### src/hw/rtl/isp_pkg.sv
// isp_pkg: shared types, constants and character helpers for the integer
// string parser. No dependencies; imported by the interfaces and all modules.
package isp_pkg;

    localparam int ValueWidth    = 64;
    localparam int CountWidth    = 16;
    localparam int BaseWidth     = 6;
    localparam int CharWidth     = 8;
    localparam int CfgIndexWidth = 1;
    localparam int CfgDataWidth  = 6;

    localparam logic [CfgIndexWidth-1:0] CFG_NUMBER_BASE   = 1'd0;
    localparam logic [CfgIndexWidth-1:0] CFG_SIGNED_RESULT = 1'd1;

    localparam logic [BaseWidth-1:0] BaseDetect   = 6'd0;
    localparam logic [BaseWidth-1:0] BaseInvalid  = 6'd1;
    localparam logic [BaseWidth-1:0] BaseOctal    = 6'd8;
    localparam logic [BaseWidth-1:0] BaseDecimal  = 6'd10;
    localparam logic [BaseWidth-1:0] BaseHex      = 6'd16;
    localparam logic [BaseWidth-1:0] BaseMax      = 6'd36;
    localparam logic [BaseWidth-1:0] NotDigit     = 6'd36;
    localparam logic [BaseWidth-1:0] BaseReset    = BaseDecimal;

    localparam logic [CharWidth-1:0] CharSpace  = 8'h20;
    localparam logic [CharWidth-1:0] CharPlus   = 8'h2B;
    localparam logic [CharWidth-1:0] CharMinus  = 8'h2D;
    localparam logic [CharWidth-1:0] CharZero   = 8'h30;
    localparam logic [CharWidth-1:0] CharLowerX = 8'h78;
    localparam logic [CharWidth-1:0] CharUpperX = 8'h58;

    localparam logic [ValueWidth-1:0] AllOnes   = {ValueWidth{1'b1}};
    localparam logic [ValueWidth-1:0] PosLimit  = {1'b0, {(ValueWidth-1){1'b1}}};
    localparam logic [ValueWidth-1:0] NegLimit  = {1'b1, {(ValueWidth-1){1'b0}}};

    // end-of-string snapshot handed from the parser to the result stage
    typedef struct packed {
        logic [ValueWidth-1:0] accumulator;
        logic                  overflowed;
        logic                  negative;
        logic                  any_digit;
        logic                  signed_result;
        logic [CountWidth-1:0] end_position;
    } isp_snap_t;

    function automatic logic [BaseWidth-1:0] digit_of(input logic [CharWidth-1:0] c);
        logic [BaseWidth-1:0] d;
        d = NotDigit;
        if (c inside {[8'h30:8'h39]})
            d = BaseWidth'(c - 8'h30);
        else if (c inside {[8'h61:8'h7A]})
            d = BaseWidth'(c - 8'h61 + 8'd10);
        else if (c inside {[8'h41:8'h5A]})
            d = BaseWidth'(c - 8'h41 + 8'd10);
        return d;
    endfunction

    function automatic logic is_space(input logic [CharWidth-1:0] c);
        return (c == CharSpace) || (c inside {[8'h09:8'h0D]});
    endfunction

endpackage

### src/hw/rtl/isp_if.sv
// isp_if: valid/ready stream interfaces for characters in and results out.
// Depends on isp_pkg for field widths.
interface isp_char_if import isp_pkg::*; ();
    logic                 valid;
    logic                 ready;
    logic [CharWidth-1:0] character;
    logic                 last;

    modport source (output valid, output character, output last, input ready);
    modport sink   (input valid, input character, input last, output ready);
endinterface

interface isp_result_if import isp_pkg::*; ();
    logic                  valid;
    logic                  ready;
    logic [ValueWidth-1:0] value;
    logic [CountWidth-1:0] consumed_count;
    logic                  converted;
    logic                  range_error;

    modport source (output valid, output value, output consumed_count,
                    output converted, output range_error, input ready);
    modport sink   (input valid, input value, input consumed_count,
                    input converted, input range_error, output ready);
endinterface

### src/hw/rtl/isp_parse.sv
// isp_parse: per-character parse state machine with the shared multiply-add.
// Depends on isp_pkg; snapshot output is registered by the top level.
module isp_parse
    import isp_pkg::*;
#(
    parameter int POSITION_WIDTH = 16
)
(
    input  logic                 clk,
    input  logic                 rst_n,
    input  logic                 step,
    input  logic [CharWidth-1:0] character,
    input  logic                 last,
    input  logic [BaseWidth-1:0] number_base,
    input  logic                 signed_result,
    output isp_snap_t            snap
);

    localparam logic [2:0] PhSpace  = 3'd0;
    localparam logic [2:0] PhStart  = 3'd1;
    localparam logic [2:0] PhZero   = 3'd2;
    localparam logic [2:0] PhXseen  = 3'd3;
    localparam logic [2:0] PhDigits = 3'd4;
    localparam logic [2:0] PhDone   = 3'd5;

    localparam int ProdWidth = ValueWidth + BaseWidth;
    localparam logic [POSITION_WIDTH-1:0] PosMax = {POSITION_WIDTH{1'b1}};

    logic [2:0]                phase_reg, phase_next;
    logic                      neg_reg, neg_next;
    logic [BaseWidth-1:0]      eb_reg, eb_next;
    logic [ValueWidth-1:0]     acc_reg, acc_next;
    logic                      ovf_reg, ovf_next;
    logic                      any_reg, any_next;
    logic [POSITION_WIDTH-1:0] pos_reg, pos_next;
    logic [POSITION_WIDTH:0]   end_reg, end_next;

    logic                 take;
    logic                 begin_subject;
    logic                 base_bad;
    logic [BaseWidth-1:0] use_base;
    logic [BaseWidth-1:0] digit;
    logic [ProdWidth-1:0] prod;

    assign digit    = digit_of(character);
    assign base_bad = (number_base == BaseInvalid) || (number_base > BaseMax);

    always_comb
    begin
        phase_next    = phase_reg;
        neg_next      = neg_reg;
        eb_next       = eb_reg;
        use_base      = eb_reg;
        take          = 1'b0;
        begin_subject = 1'b0;
        case (phase_reg)
            PhSpace:
            begin
                if (is_space(character))
                begin
                    phase_next = PhSpace;
                end
                else if (character == CharPlus || character == CharMinus)
                begin
                    neg_next   = (character == CharMinus);
                    phase_next = PhStart;
                end
                else
                begin
                    begin_subject = 1'b1;
                end
            end
            PhStart:
            begin
                begin_subject = 1'b1;
            end
            PhZero:
            begin
                if (character == CharLowerX || character == CharUpperX)
                begin
                    phase_next = PhXseen;
                end
                else if (digit < eb_reg)
                begin
                    take       = 1'b1;
                    phase_next = PhDigits;
                end
                else
                begin
                    phase_next = PhDone;
                end
            end
            PhXseen:
            begin
                if (digit < BaseHex)
                begin
                    eb_next    = BaseHex;
                    use_base   = BaseHex;
                    take       = 1'b1;
                    phase_next = PhDigits;
                end
                else
                begin
                    phase_next = PhDone;
                end
            end
            PhDigits:
            begin
                if (digit < eb_reg)
                begin
                    take       = 1'b1;
                    phase_next = PhDigits;
                end
                else
                begin
                    phase_next = PhDone;
                end
            end
            default:
            begin
                phase_next = PhDone;
            end
        endcase

        if (begin_subject)
        begin
            if (base_bad)
            begin
                phase_next = PhDone;
            end
            else if (character == CharZero &&
                     (number_base == BaseDetect || number_base == BaseHex))
            begin
                eb_next    = (number_base == BaseDetect) ? BaseOctal : BaseHex;
                use_base   = eb_next;
                take       = 1'b1;
                phase_next = PhZero;
            end
            else
            begin
                eb_next  = (number_base == BaseDetect) ? BaseDecimal : number_base;
                use_base = eb_next;
                if (digit < use_base)
                begin
                    take       = 1'b1;
                    phase_next = PhDigits;
                end
                else
                begin
                    phase_next = PhDone;
                end
            end
        end
    end

    // acc * base + digit; anything above bit 63 means overflow
    assign prod = ProdWidth'(acc_reg) * ProdWidth'(use_base) + ProdWidth'(digit);

    always_comb
    begin
        acc_next = acc_reg;
        ovf_next = ovf_reg;
        any_next = any_reg;
        end_next = end_reg;
        if (take)
        begin
            any_next = 1'b1;
            end_next = {1'b0, pos_reg} + 1'b1;
            if (!ovf_reg)
            begin
                if (|prod[ProdWidth-1:ValueWidth])
                    ovf_next = 1'b1;
                else
                    acc_next = prod[ValueWidth-1:0];
            end
        end
        pos_next = (pos_reg < PosMax) ? pos_reg + 1'b1 : pos_reg;
    end

    always_comb
    begin
        snap.accumulator   = acc_next;
        snap.overflowed    = ovf_next;
        snap.negative      = neg_next;
        snap.any_digit     = any_next;
        snap.signed_result = signed_result;
        snap.end_position  = CountWidth'(end_next);
    end

    always_ff @(posedge clk or negedge rst_n)
    begin
        if (!rst_n)
        begin
            phase_reg <= PhSpace;
            neg_reg   <= 1'b0;
            eb_reg    <= '0;
            acc_reg   <= '0;
            ovf_reg   <= 1'b0;
            any_reg   <= 1'b0;
            pos_reg   <= '0;
            end_reg   <= '0;
        end
        else if (step)
        begin
            if (last)
            begin
                phase_reg <= PhSpace;
                neg_reg   <= 1'b0;
                eb_reg    <= '0;
                acc_reg   <= '0;
                ovf_reg   <= 1'b0;
                any_reg   <= 1'b0;
                pos_reg   <= '0;
                end_reg   <= '0;
            end
            else
            begin
                phase_reg <= phase_next;
                neg_reg   <= neg_next;
                eb_reg    <= eb_next;
                acc_reg   <= acc_next;
                ovf_reg   <= ovf_next;
                any_reg   <= any_next;
                pos_reg   <= pos_next;
                end_reg   <= end_next;
            end
        end
    end

    a_ovf_needs_digit: assert property (@(posedge clk) disable iff (!rst_n)
        ovf_reg |-> any_reg)
        else $error("overflow flagged without any digit");

    a_acc_frozen: assert property (@(posedge clk) disable iff (!rst_n)
        (ovf_reg && !(step && last)) |=> $stable(acc_reg))
        else $error("accumulator moved after overflow");

    a_clear_after_last: assert property (@(posedge clk) disable iff (!rst_n)
        (step && last) |=> (phase_reg == PhSpace && !any_reg && pos_reg == '0))
        else $error("parser not rearmed after end of string");

endmodule

### src/hw/rtl/integer_string_parser_unit.sv
// A string's result passes through the snapshot register into the result register.
// Throughput: one character per cycle; input register, parse/multiply-add stage
// and result register advance together whenever the result register is empty or being read.
// Reset (rst_n, async, active low): parser rearmed, pipeline empty,
// number_base = 10, signed_result = 1.
module integer_string_parser_unit
    import isp_pkg::*;
#(
    parameter int POSITION_WIDTH = 16
)
(
    input  logic                     clk,
    input  logic                     rst_n,
    isp_char_if.sink                 char_stream,
    isp_result_if.source             result_stream,
    input  logic                     cfg_we,
    input  logic [CfgIndexWidth-1:0] cfg_index,
    input  logic [CfgDataWidth-1:0]  cfg_data
);

    logic [BaseWidth-1:0] number_base_reg;
    logic                 signed_result_reg;

    logic                 in_valid_reg;
    logic [CharWidth-1:0] in_char_reg;
    logic                 in_last_reg;

    logic      snap_valid_reg;
    isp_snap_t snap_reg;
    isp_snap_t snap_next;

    logic                  out_valid_reg;
    logic [ValueWidth-1:0] out_value_reg, out_value_next;
    logic [CountWidth-1:0] out_count_reg, out_count_next;
    logic                  out_conv_reg, out_conv_next;
    logic                  out_range_reg, out_range_next;

    logic                  advance;
    logic                  step;
    logic [ValueWidth-1:0] mag;
    logic [ValueWidth-1:0] mag_neg;
    logic                  sat;

    assign advance           = !out_valid_reg || result_stream.ready;
    assign char_stream.ready = !in_valid_reg || advance;
    assign step              = in_valid_reg && advance;

    always_ff @(posedge clk or negedge rst_n)
    begin
        if (!rst_n)
        begin
            number_base_reg   <= BaseReset;
            signed_result_reg <= 1'b1;
        end
        else if (cfg_we)
        begin
            case (cfg_index)
                CFG_NUMBER_BASE:   number_base_reg   <= cfg_data[BaseWidth-1:0];
                CFG_SIGNED_RESULT: signed_result_reg <= cfg_data[0];
                default:           ;
            endcase
        end
    end

    isp_parse #(
        .POSITION_WIDTH (POSITION_WIDTH)
    ) u_parse (
        .clk           (clk),
        .rst_n         (rst_n),
        .step          (step),
        .character     (in_char_reg),
        .last          (in_last_reg),
        .number_base   (number_base_reg),
        .signed_result (signed_result_reg),
        .snap          (snap_next)
    );

    // final value: saturation, negation, no-conversion case
    always_comb
    begin
        mag     = snap_reg.overflowed ? AllOnes : snap_reg.accumulator;
        mag_neg = '0 - mag;
        sat     = snap_reg.overflowed ||
                  (!snap_reg.negative && mag[ValueWidth-1]) ||
                  (snap_reg.negative && mag[ValueWidth-1] && |mag[ValueWidth-2:0]);
        out_value_next = '0;
        out_range_next = 1'b0;
        if (snap_reg.any_digit)
        begin
            if (snap_reg.signed_result)
            begin
                if (sat)
                begin
                    out_range_next = 1'b1;
                    out_value_next = snap_reg.negative ? NegLimit : PosLimit;
                end
                else
                begin
                    out_value_next = snap_reg.negative ? mag_neg : mag;
                end
            end
            else if (snap_reg.overflowed)
            begin
                out_range_next = 1'b1;
                out_value_next = AllOnes;
            end
            else
            begin
                out_value_next = snap_reg.negative ? mag_neg : mag;
            end
        end
        out_count_next = snap_reg.any_digit ? snap_reg.end_position : '0;
        out_conv_next  = snap_reg.any_digit;
    end

    always_ff @(posedge clk or negedge rst_n)
    begin
        if (!rst_n)
        begin
            in_valid_reg   <= 1'b0;
            snap_valid_reg <= 1'b0;
            out_valid_reg  <= 1'b0;
        end
        else
        begin
            if (char_stream.ready)
                in_valid_reg <= char_stream.valid;
            if (advance)
            begin
                snap_valid_reg <= in_valid_reg && in_last_reg;
                out_valid_reg  <= snap_valid_reg;
            end
        end
    end

    always_ff @(posedge clk)
    begin
        if (char_stream.valid && char_stream.ready)
        begin
            in_char_reg <= char_stream.character;
            in_last_reg <= char_stream.last;
        end
        if (step && in_last_reg)
            snap_reg <= snap_next;
        if (advance && snap_valid_reg)
        begin
            out_value_reg <= out_value_next;
            out_count_reg <= out_count_next;
            out_conv_reg  <= out_conv_next;
            out_range_reg <= out_range_next;
        end
    end

    assign result_stream.valid          = out_valid_reg;
    assign result_stream.value          = out_value_reg;
    assign result_stream.consumed_count = out_count_reg;
    assign result_stream.converted      = out_conv_reg;
    assign result_stream.range_error    = out_range_reg;

    a_empty_result: assert property (@(posedge clk) disable iff (!rst_n)
        (out_valid_reg && !out_conv_reg) |->
            (out_value_reg == '0 && out_count_reg == '0 && !out_range_reg))
        else $error("unconverted result carries nonzero fields");

    a_range_needs_conv: assert property (@(posedge clk) disable iff (!rst_n)
        (out_valid_reg && out_range_reg) |-> out_conv_reg)
        else $error("range error without conversion");

    a_out_from_snap: assert property (@(posedge clk) disable iff (!rst_n)
        $rose(out_valid_reg) |-> $past(snap_valid_reg))
        else $error("result transaction without end-of-string snapshot");

endmodule
### src/flat_wrapper.sv
// flat-port wrapper written by rule: the top's interface ports become plain ports
module integer_string_parser_unit_flat import isp_pkg::*;
#(
    parameter int POSITION_WIDTH = 16
)
  (clk, rst_n, cfg_we, cfg_index, cfg_data, char_stream_valid, char_stream_character, char_stream_last, char_stream_ready, result_stream_valid, result_stream_value, result_stream_consumed_count, result_stream_converted, result_stream_range_error, result_stream_ready);
  isp_char_if char_stream_i ();
  isp_result_if result_stream_i ();
  input  logic clk;
  input  logic rst_n;
  input  logic cfg_we;
  input  logic [CfgIndexWidth-1:0] cfg_index;
  input  logic [CfgDataWidth-1:0] cfg_data;
  input wire logic [$bits(char_stream_i.valid)-1:0] char_stream_valid;
  input wire logic [$bits(char_stream_i.character)-1:0] char_stream_character;
  input wire logic [$bits(char_stream_i.last)-1:0] char_stream_last;
  output wire logic [$bits(char_stream_i.ready)-1:0] char_stream_ready;
  output wire logic [$bits(result_stream_i.valid)-1:0] result_stream_valid;
  output wire logic [$bits(result_stream_i.value)-1:0] result_stream_value;
  output wire logic [$bits(result_stream_i.consumed_count)-1:0] result_stream_consumed_count;
  output wire logic [$bits(result_stream_i.converted)-1:0] result_stream_converted;
  output wire logic [$bits(result_stream_i.range_error)-1:0] result_stream_range_error;
  input wire logic [$bits(result_stream_i.ready)-1:0] result_stream_ready;
  assign char_stream_i.valid = char_stream_valid;
  assign char_stream_i.character = char_stream_character;
  assign char_stream_i.last = char_stream_last;
  assign char_stream_ready = char_stream_i.ready;
  assign result_stream_valid = result_stream_i.valid;
  assign result_stream_value = result_stream_i.value;
  assign result_stream_consumed_count = result_stream_i.consumed_count;
  assign result_stream_converted = result_stream_i.converted;
  assign result_stream_range_error = result_stream_i.range_error;
  assign result_stream_i.ready = result_stream_ready;
  integer_string_parser_unit #(.POSITION_WIDTH(POSITION_WIDTH)) u_core (.clk(clk), .rst_n(rst_n), .char_stream(char_stream_i), .result_stream(result_stream_i), .cfg_we(cfg_we), .cfg_index(cfg_index), .cfg_data(cfg_data));
endmodule
### config.mk
export PLATFORM = sky130hd
export DESIGN_NAME = integer_string_parser_unit_flat
export DESIGN_NICKNAME = d
export VERILOG_FILES = /design/src/hw/rtl/isp_pkg.sv /design/src/hw/rtl/isp_if.sv /design/src/hw/rtl/isp_parse.sv /design/src/hw/rtl/integer_string_parser_unit.sv /design/src/flat_wrapper.sv
export SDC_FILE = /design/constraint.sdc
export NUM_CORES = 1
export LEC_CHECK = 0
export BUFFER_PORTS_ARGS = -buffer_cell sky130_fd_sc_hd__buf_2
export CAP_MARGIN = 0
export CORE_AREA = 2 2 217 219
export DETAILED_ROUTE_END_ITERATION = 7
export DIE_AREA = 0 0 219 221
export HOLD_SLACK_MARGIN = 0.15
export PLACE_DENSITY = 0.85
export SYNTH_ARGS = -nofsm -noshare
export SYNTH_HDL_FRONTEND = slang
export SYNTH_SLANG_ARGS = --single-unit
### constraint.sdc
create_clock -name clk -period 13 [get_ports clk]
set_clock_uncertainty 0.2 [all_clocks]
set_input_delay 3.9 -clock clk [delete_from_list [all_inputs] [get_ports clk]]
set_output_delay 3.9 -clock clk [all_outputs]
set_load 0.05 [all_outputs]
==> run metrics, run 1 <==
status=finished, final reports clean; wirelength, routed=67.6 mm; CTS Sinks=roughly 300; GR Util met1=approximately two fifths; Seq/Total Area, Yosys=between 20% and 30%; average size of a mapped cell=approximately 10 um2; Total GRT Usage=28.6%; Peak Freq=slightly above 0.09 GHz; GR Util met3=5.28%; Max transition margin=about a fifth; P_leak=13.9 nW; post-layout min period=around 11 ns; clock-pin slew on the worst setup and hold paths=0.06 ns; post-cts hold buffer count=0; postcts setup bufs=0; critical path startpoint category=register; gate count after technology mapping=around 2800; Crit path max-delay family=simple AND/OR/NAND/NOR gates; first-pass GRT wire length=between 100 and 150 mm; DR pass1 iterations=6; Post-Syn Area=between 0.02 and 0.03 mm2; GRT overflow=0; Largest register FFs=83; post-CTS sizing=0; Core ar.=0.0461 mm2; Req. time, crit path=between 10 and 15 ns; Hold/Removal Path Class=reg -> reg; power per cell area=109 mW/mm2; Routed WL per cell=roughly 20 um; crit path DAT=11.31 ns; Crit Path Class=reg -> reg; CP Max Fanout=47; DP Worst Slack=2.07 ns; slowest CP cell=a21oi_4; worst skew pair latency=around 0.56 ns; commonest non-fill, non-tap cell in the layout=and2_1; vias in the first global route=around 22000; Worst Tran Pin Value=1.20 ns; area grow syn2layout=7.75%; DR vias=between 20000 and 25000; CTS tree=yes; Port Buffers=around 100; GP Congestion=between 0.9 and 1; grt peak-use layer=met2; Worst Setup End Kind=register; H-tree levels=2; YS warnings=0; Design Power=roughly 3.3 mW; asr flop ratio synth=40.3%; Util after Layout=between 60% and 70%; Cell Count, Final, Fillers Out=about 3400; die height=roughly 220 um; CTS max path bufs=3; Chip Width=~220 um; Yosys cell types=82; nets@finish=between 3000 and 4000; PnR worst setup slack=approximately 2.0 ns; die area=roughly 0.048 mm2; largest net degree at the start of global routing=91; vias per cell=approximately 6.3; ant diodes=0; row count=between 70 and 80; Setup TNS=0 ns; most frequent cells in the layout=and2_1, fa_1, edfxtp_1; Max Cap Viol=0; Initial Utilization=approximately three fifths; DP Wirelength=around 50 mm; final setup fails=0; Residual DRC=0; Worst Path Buf+Inv=5; TritonCTS Buffers=35; cell total after placement=3317; RSZ-0062 raised after global routing=no; total I/O pin count=roughly 110; share of cells above drive strength 1=just under 9%; Max IR drop VDD=approximately 0.12 mV; Final Max Tran Viols=0; antenna viol nets, final=0; drt initial violations=approximately 2100; initial antenna violation count=0; Synth Register Bits=about 300; CTS Root Cell=clkbuf_16; Post-synth EDFFs=175; GR Util met2=between 40 and 50%; Tcrit/Tclk final=84.8%; prevailing post-synth register cell=edfxtp_1; delay of the slowest critical-path stage=roughly 0.94 ns; syn nets=~3200; final hold vios=0
[metal layers]
layer / vias up / routed length, um
met5: - / 0
met4: 0 / 1720
met3: 168 / 5400
met2: 976 / 32700
met1: 10551 / 27800
li1: 9668 / -
[power breakdown]
group          total, mW  internal (mW)  switching, mW
Combinational      0.994          0.303          0.691
Clock               1.09          0.671          0.416
Sequential          1.19           1.10         0.0811
[per-stage QoR]
step | hold slack, ns | instance area, um2
floorplan | 0.249 | 27700
global placement | 0.267 | 28600
detailed placement | 0.288 | 28600
CTS | 0.304 | 29800
global route | 0.323 | 29800
finish | 0.299 | 29800
[logic make-up after synthesis]
logic type,synth area share (%)
fa+ha+maj,25.8
compound gates,14.3
mux,3.08
xor+xnor,3.67
simple gates,19.5
buf+inv,3.97
flops,29.7
[worst reg2reg max path: cells and delay by family (launching register included)]
kind / cells / cell delay (ns)
DFF: 1 / 0.51
AOI/OAI and AO/OA: 6 / 2.34
buffers and inverters: 5 / 1.09
muxes: 1 / 0.29
and+or+nand+nor: 13 / 3.97
adders and majority gates: 6 / 2.56
[cell type report]
type                            instances  area (um2)
Clock buffer                           41         951
Clock inverter                         23         328
Fill cell                            3534       16200
Inverter                               97         364
Multi-Input combinational cell       2193       18500
Sequential cell                       293        8210
Tap cell                              607         759
Timing Repair Buffer                  128         713
[worst paths after layout]
kind	cells after the start	to	start	slack, ns
worst max-delay path	31	u_core.u_parse.acc_reg[21]$_DFFE_PN0P_	u_core.in_char_reg[0]$_DFFE_PP_	1.98
worst min register to register	1	u_core.u_parse.end_reg[1]$_DFFE_PN0P_	u_core.u_parse.end_reg[1]$_DFFE_PN0P_	0.30
max in group asynchronous	2	u_core.number_base_reg[4]$_DFFE_PN0P_	rst_n	7.98
worst max register to register	31	u_core.u_parse.acc_reg[21]$_DFFE_PN0P_	u_core.in_char_reg[0]$_DFFE_PP_	1.98
worst min-delay path	1	u_core.u_parse.end_reg[1]$_DFFE_PN0P_	u_core.u_parse.end_reg[1]$_DFFE_PN0P_	0.30
min in group asynchronous	1	u_core.u_parse.acc_reg[47]$_DFFE_PN0P_	rst_n	3.14
[Yosys cell counts, types with 7 or more instances]
master | n | area share, %
a31oi_1 | 13 | 0.29
a211oi_1 | 34 | 0.92
nor2_1 | 131 | 1.8
o22ai_1 | 8 | 0.18
nand2_1 | 168 | 2.3
o21bai_1 | 13 | 0.35
clkbuf_1 | 126 | 1.7
buf_2 | 25 | 0.45
and3_1 | 20 | 0.45
o21ai_0 | 129 | 2.3
nor2b_1 | 115 | 2.6
a21o_1 | 41 | 1.1
buf_6 | 7 | 0.28
xor2_1 | 59 | 1.9
o31ai_1 | 22 | 0.60
inv_1 | 95 | 1.3
nor4_1 | 21 | 0.47
nand2b_1 | 19 | 0.43
nand4_1 | 38 | 0.86
a21oi_1 | 156 | 2.8
mux2_1 | 63 | 2.6
o221ai_1 | 7 | 0.22
a21boi_0 | 7 | 0.19
o211ai_1 | 8 | 0.22
or4_1 | 17 | 0.46
or3_1 | 21 | 0.47
mux2_2 | 10 | 0.41
o21a_1 | 24 | 0.65
nor3_1 | 22 | 0.40
ha_1 | 167 | 7.5
nand3_1 | 38 | 0.69
dfrtp_1 | 115 | 10
fa_1 | 252 | 18
xnor2_1 | 57 | 1.8
edfxtp_1 | 175 | 19
a22o_1 | 84 | 2.7
and2_1 | 330 | 7.5
or2_2 | 10 | 0.23
(Power assumes the default switching activity.)
==> run 2, diff against run 1 <==
==> constraint.sdc (replaced) <==
create_clock -name clk -period 10.65 [get_ports clk]
set_clock_uncertainty 0.2 [all_clocks]
set_input_delay 3.195 -clock clk [delete_from_list [all_inputs] [get_ports clk]]
set_output_delay 3.195 -clock clk [all_outputs]
set_load 0.05 [all_outputs]
==> run 2 against run 1 <==
Effect of this change: via count is 1.5% higher; non-clock buffer count is 3 higher; largest power group unchanged; critical path depth is 1 higher; power is 24% higher; cell count is 0.21% higher; highest routed layer is now met5; global-route usage is 0.94 points higher; first-iteration DRC count is 4.4% higher; clock-buffer cell count is 1 higher; hold slack worse by 0.014 ns; combinational power is 27% higher; clock power is 23% higher; core utilization is 0.18 points higher.
==> run metrics, run 2 (synthesis results as in run 1) <==
final hold vios=0 (unchanged); R2R cell count=32 (+3.2%); Util after Layout=65.0% (+0.18 points); total I/O pin count=105 (unchanged); Total GRT Usage=29.6% (+0.94 points); share of cells above drive strength 1=8.88% (+0.19 points); ant diodes=0 (unchanged); R2R Path Start=u_core.in_char_reg[0]$_DFFE_PP_; Peak Freq=0.0975 GHz (+7.4%); Tcrit/Tclk final=96.3% (+12 points); wirelength, routed=70.9 mm (+4.9%); GRT overflow=0 (unchanged); FF-to-FF setup slack=0.39 ns (-1.59 ns); Worst Path Buf+Inv=5 (unchanged); CTS max path bufs=3 (unchanged); die height=221 um (unchanged); Routed WL per cell=20.9 um (+4.7%); power per cell area=136 mW/mm2 (+24%); H-tree levels=2 (unchanged); Max Cap Viol=0 (unchanged); post-cts hold buffer count=0 (unchanged); crit path DAT=10.50 ns (-0.81 ns); largest net degree at the start of global routing=91 (unchanged); Initial Utilization=60.1% (unchanged); Hold/Removal Path Class=reg -> reg; critical path startpoint category=register; commonest non-fill, non-tap cell in the layout=and2_1; Final Max Tran Viols=0 (unchanged); DR vias=21674 (+1.5%); Core ar.=0.0461 mm2 (unchanged); Hold Startpoint=u_core.snap_valid_reg$_DFFE_PN0N_; clock-pin slew on the worst setup and hold paths=0.06 ns (about the same); die area=0.0484 mm2 (unchanged); Fillers=3462 (-2.0%); initial antenna violation count=1 (+1); row count=79 (unchanged); DP Wirelength=51.5 mm (+3.3%); slowest CP cell=fa_1; Largest register FFs=83 (unchanged); final setup fails=0 (unchanged); area of the multi-input gates=0.0185 mm2 (+0.17%); GP Congestion=0.977 (+0.26%); status=finished, final reports clean; sequential cell area=0.00821 mm2 (unchanged); Hold WS=0.285 ns (-0.0141 ns); most frequent cells in the layout=and2_1, fa_1, edfxtp_1; delay of the slowest critical-path stage=0.56 ns (-0.38 ns); DR pass1 iterations=7 (+1); Setup TNS=0 ns (unchanged); CP Max Fanout=64 (+36%); RSZ-0062 raised after global routing=no; vias in the first global route=21915 (-0.59%); Max IR drop VDD=0.141 mV (+20%); Crit path max-delay family=compound AO/OA/AOI/OAI gates; CTS tree=yes; vias per cell=6.40 (+1.2%); Chip Width=219 um (unchanged); post-layout min period=10.26 ns (-0.763 ns); CTS Root Cell=clkbuf_16; antenna viol nets, final=0 (unchanged); Crit Path Class=reg -> reg; hold depth=1 (unchanged); first-pass GRT wire length=116 mm (+2.7%); Min-Delay Endpoint=u_core.result_stream.valid$_DFFE_PN0N_; Worst Tran Pin Value=1.22 ns (+0.0121 ns); TritonCTS Buffers=36 (+2.9%); P_leak=13.9 nW (about the same); worst skew pair latency=0.59 ns (+0.03 ns); Req. time, crit path=10.89 ns (-2.39 ns); R2R Path End=u_core.u_parse.acc_reg[44]$_DFFE_PN0P_; Max transition margin=18.6% (-0.94 points); Port Buffers=104 (unchanged); Residual DRC=0 (unchanged); CTS Sinks=293 (unchanged); area grow syn2layout=8.06%; drt initial violations=2145 (+4.4%); nets@finish=3194 (+0.19%); stages on the worst setup path=32 (+3.2%); Worst Setup End Kind=register
==> run 2: cell count changes in the layout (fill, tap and decap cells not counted), sizes merged <==
cell,previous run,this run
clkinvlp,0,6
buf,128,131
nand4b,1,2
o21ai,133,134
clkinv,8,9
inv,105,99
clkbuf,41,42
==> run 2: power by group <==
group	leakage (nW)	internal [mW]	switching, mW
sequential	3.29	1.35	0.112
clock	0.605	0.809	0.535
combinational	9.97	0.386	0.872
==> run 2: metal layers <==
layer	up-vias	wire [um]	track usage [%]
met3	184	6250	5.43
met4	2	2060	8.91
met5	-	18	0
met1	10750	28900	40.4
met2	1057	33700	48.2
li1	9681	-	-
==> run 2: cell type report <==
type / count / share of cell area (%)
sequential: 293 / 27.4
clock buffer: 42 / 3.12
multi-input combinational: 2195 / 62.0
tap: 607 / 2.54
inverter: 97 / 1.22
timing repair buffer: 131 / 2.56
clock inverter: 24 / 1.15
==> run 2: what timing repair did <==
item | in CTS | in global routing
buffers inserted | 0 | 0
endpoints found under the setup margin | 0 | 64
endpoints found under the hold margin | 0 | 0
resized for setup | 0 | 3
==> run 2: worst max-delay path by stage <==
stage / slack (ns) / endpoint / startpoint
after global routing: 0.02 / u_core.u_parse.acc_reg[44]$_DFFE_PN0P_ / u_core.in_char_reg[0]$_DFFE_PP_
after detailed placement: 0.57 / u_core.u_parse.acc_reg[34]$_DFFE_PN0P_ / u_core.in_char_reg[0]$_DFFE_PP_
final: 0.39 / u_core.u_parse.acc_reg[44]$_DFFE_PN0P_ / u_core.in_char_reg[0]$_DFFE_PP_
after CTS: 0.51 / u_core.u_parse.acc_reg[44]$_DFFE_PN0P_ / u_core.in_char_reg[0]$_DFFE_PP_
after floorplan: 2.10 / u_core.snap_reg[75]$_DFFE_PP_ / u_core.in_char_reg[0]$_DFFE_PP_
after global placement: 0.84 / u_core.u_parse.acc_reg[22]$_DFFE_PN0P_ / u_core.in_char_reg[0]$_DFFE_PP_
==> run 2: per-stage QoR <==
stage	instances	power [mW]	setup WS [ns]	cell area, um2
2_1_floorplan	2750	2.32	2.10	27700
3_3_place_gp	3320	2.64	0.840	28600
3_5_place_dp	3320	2.68	0.574	28600
4_1_cts	3386	4.03	0.510	29900
5_1_grt	3389	4.23	0.0236	29900
6_report	3389	4.06	0.389	29900
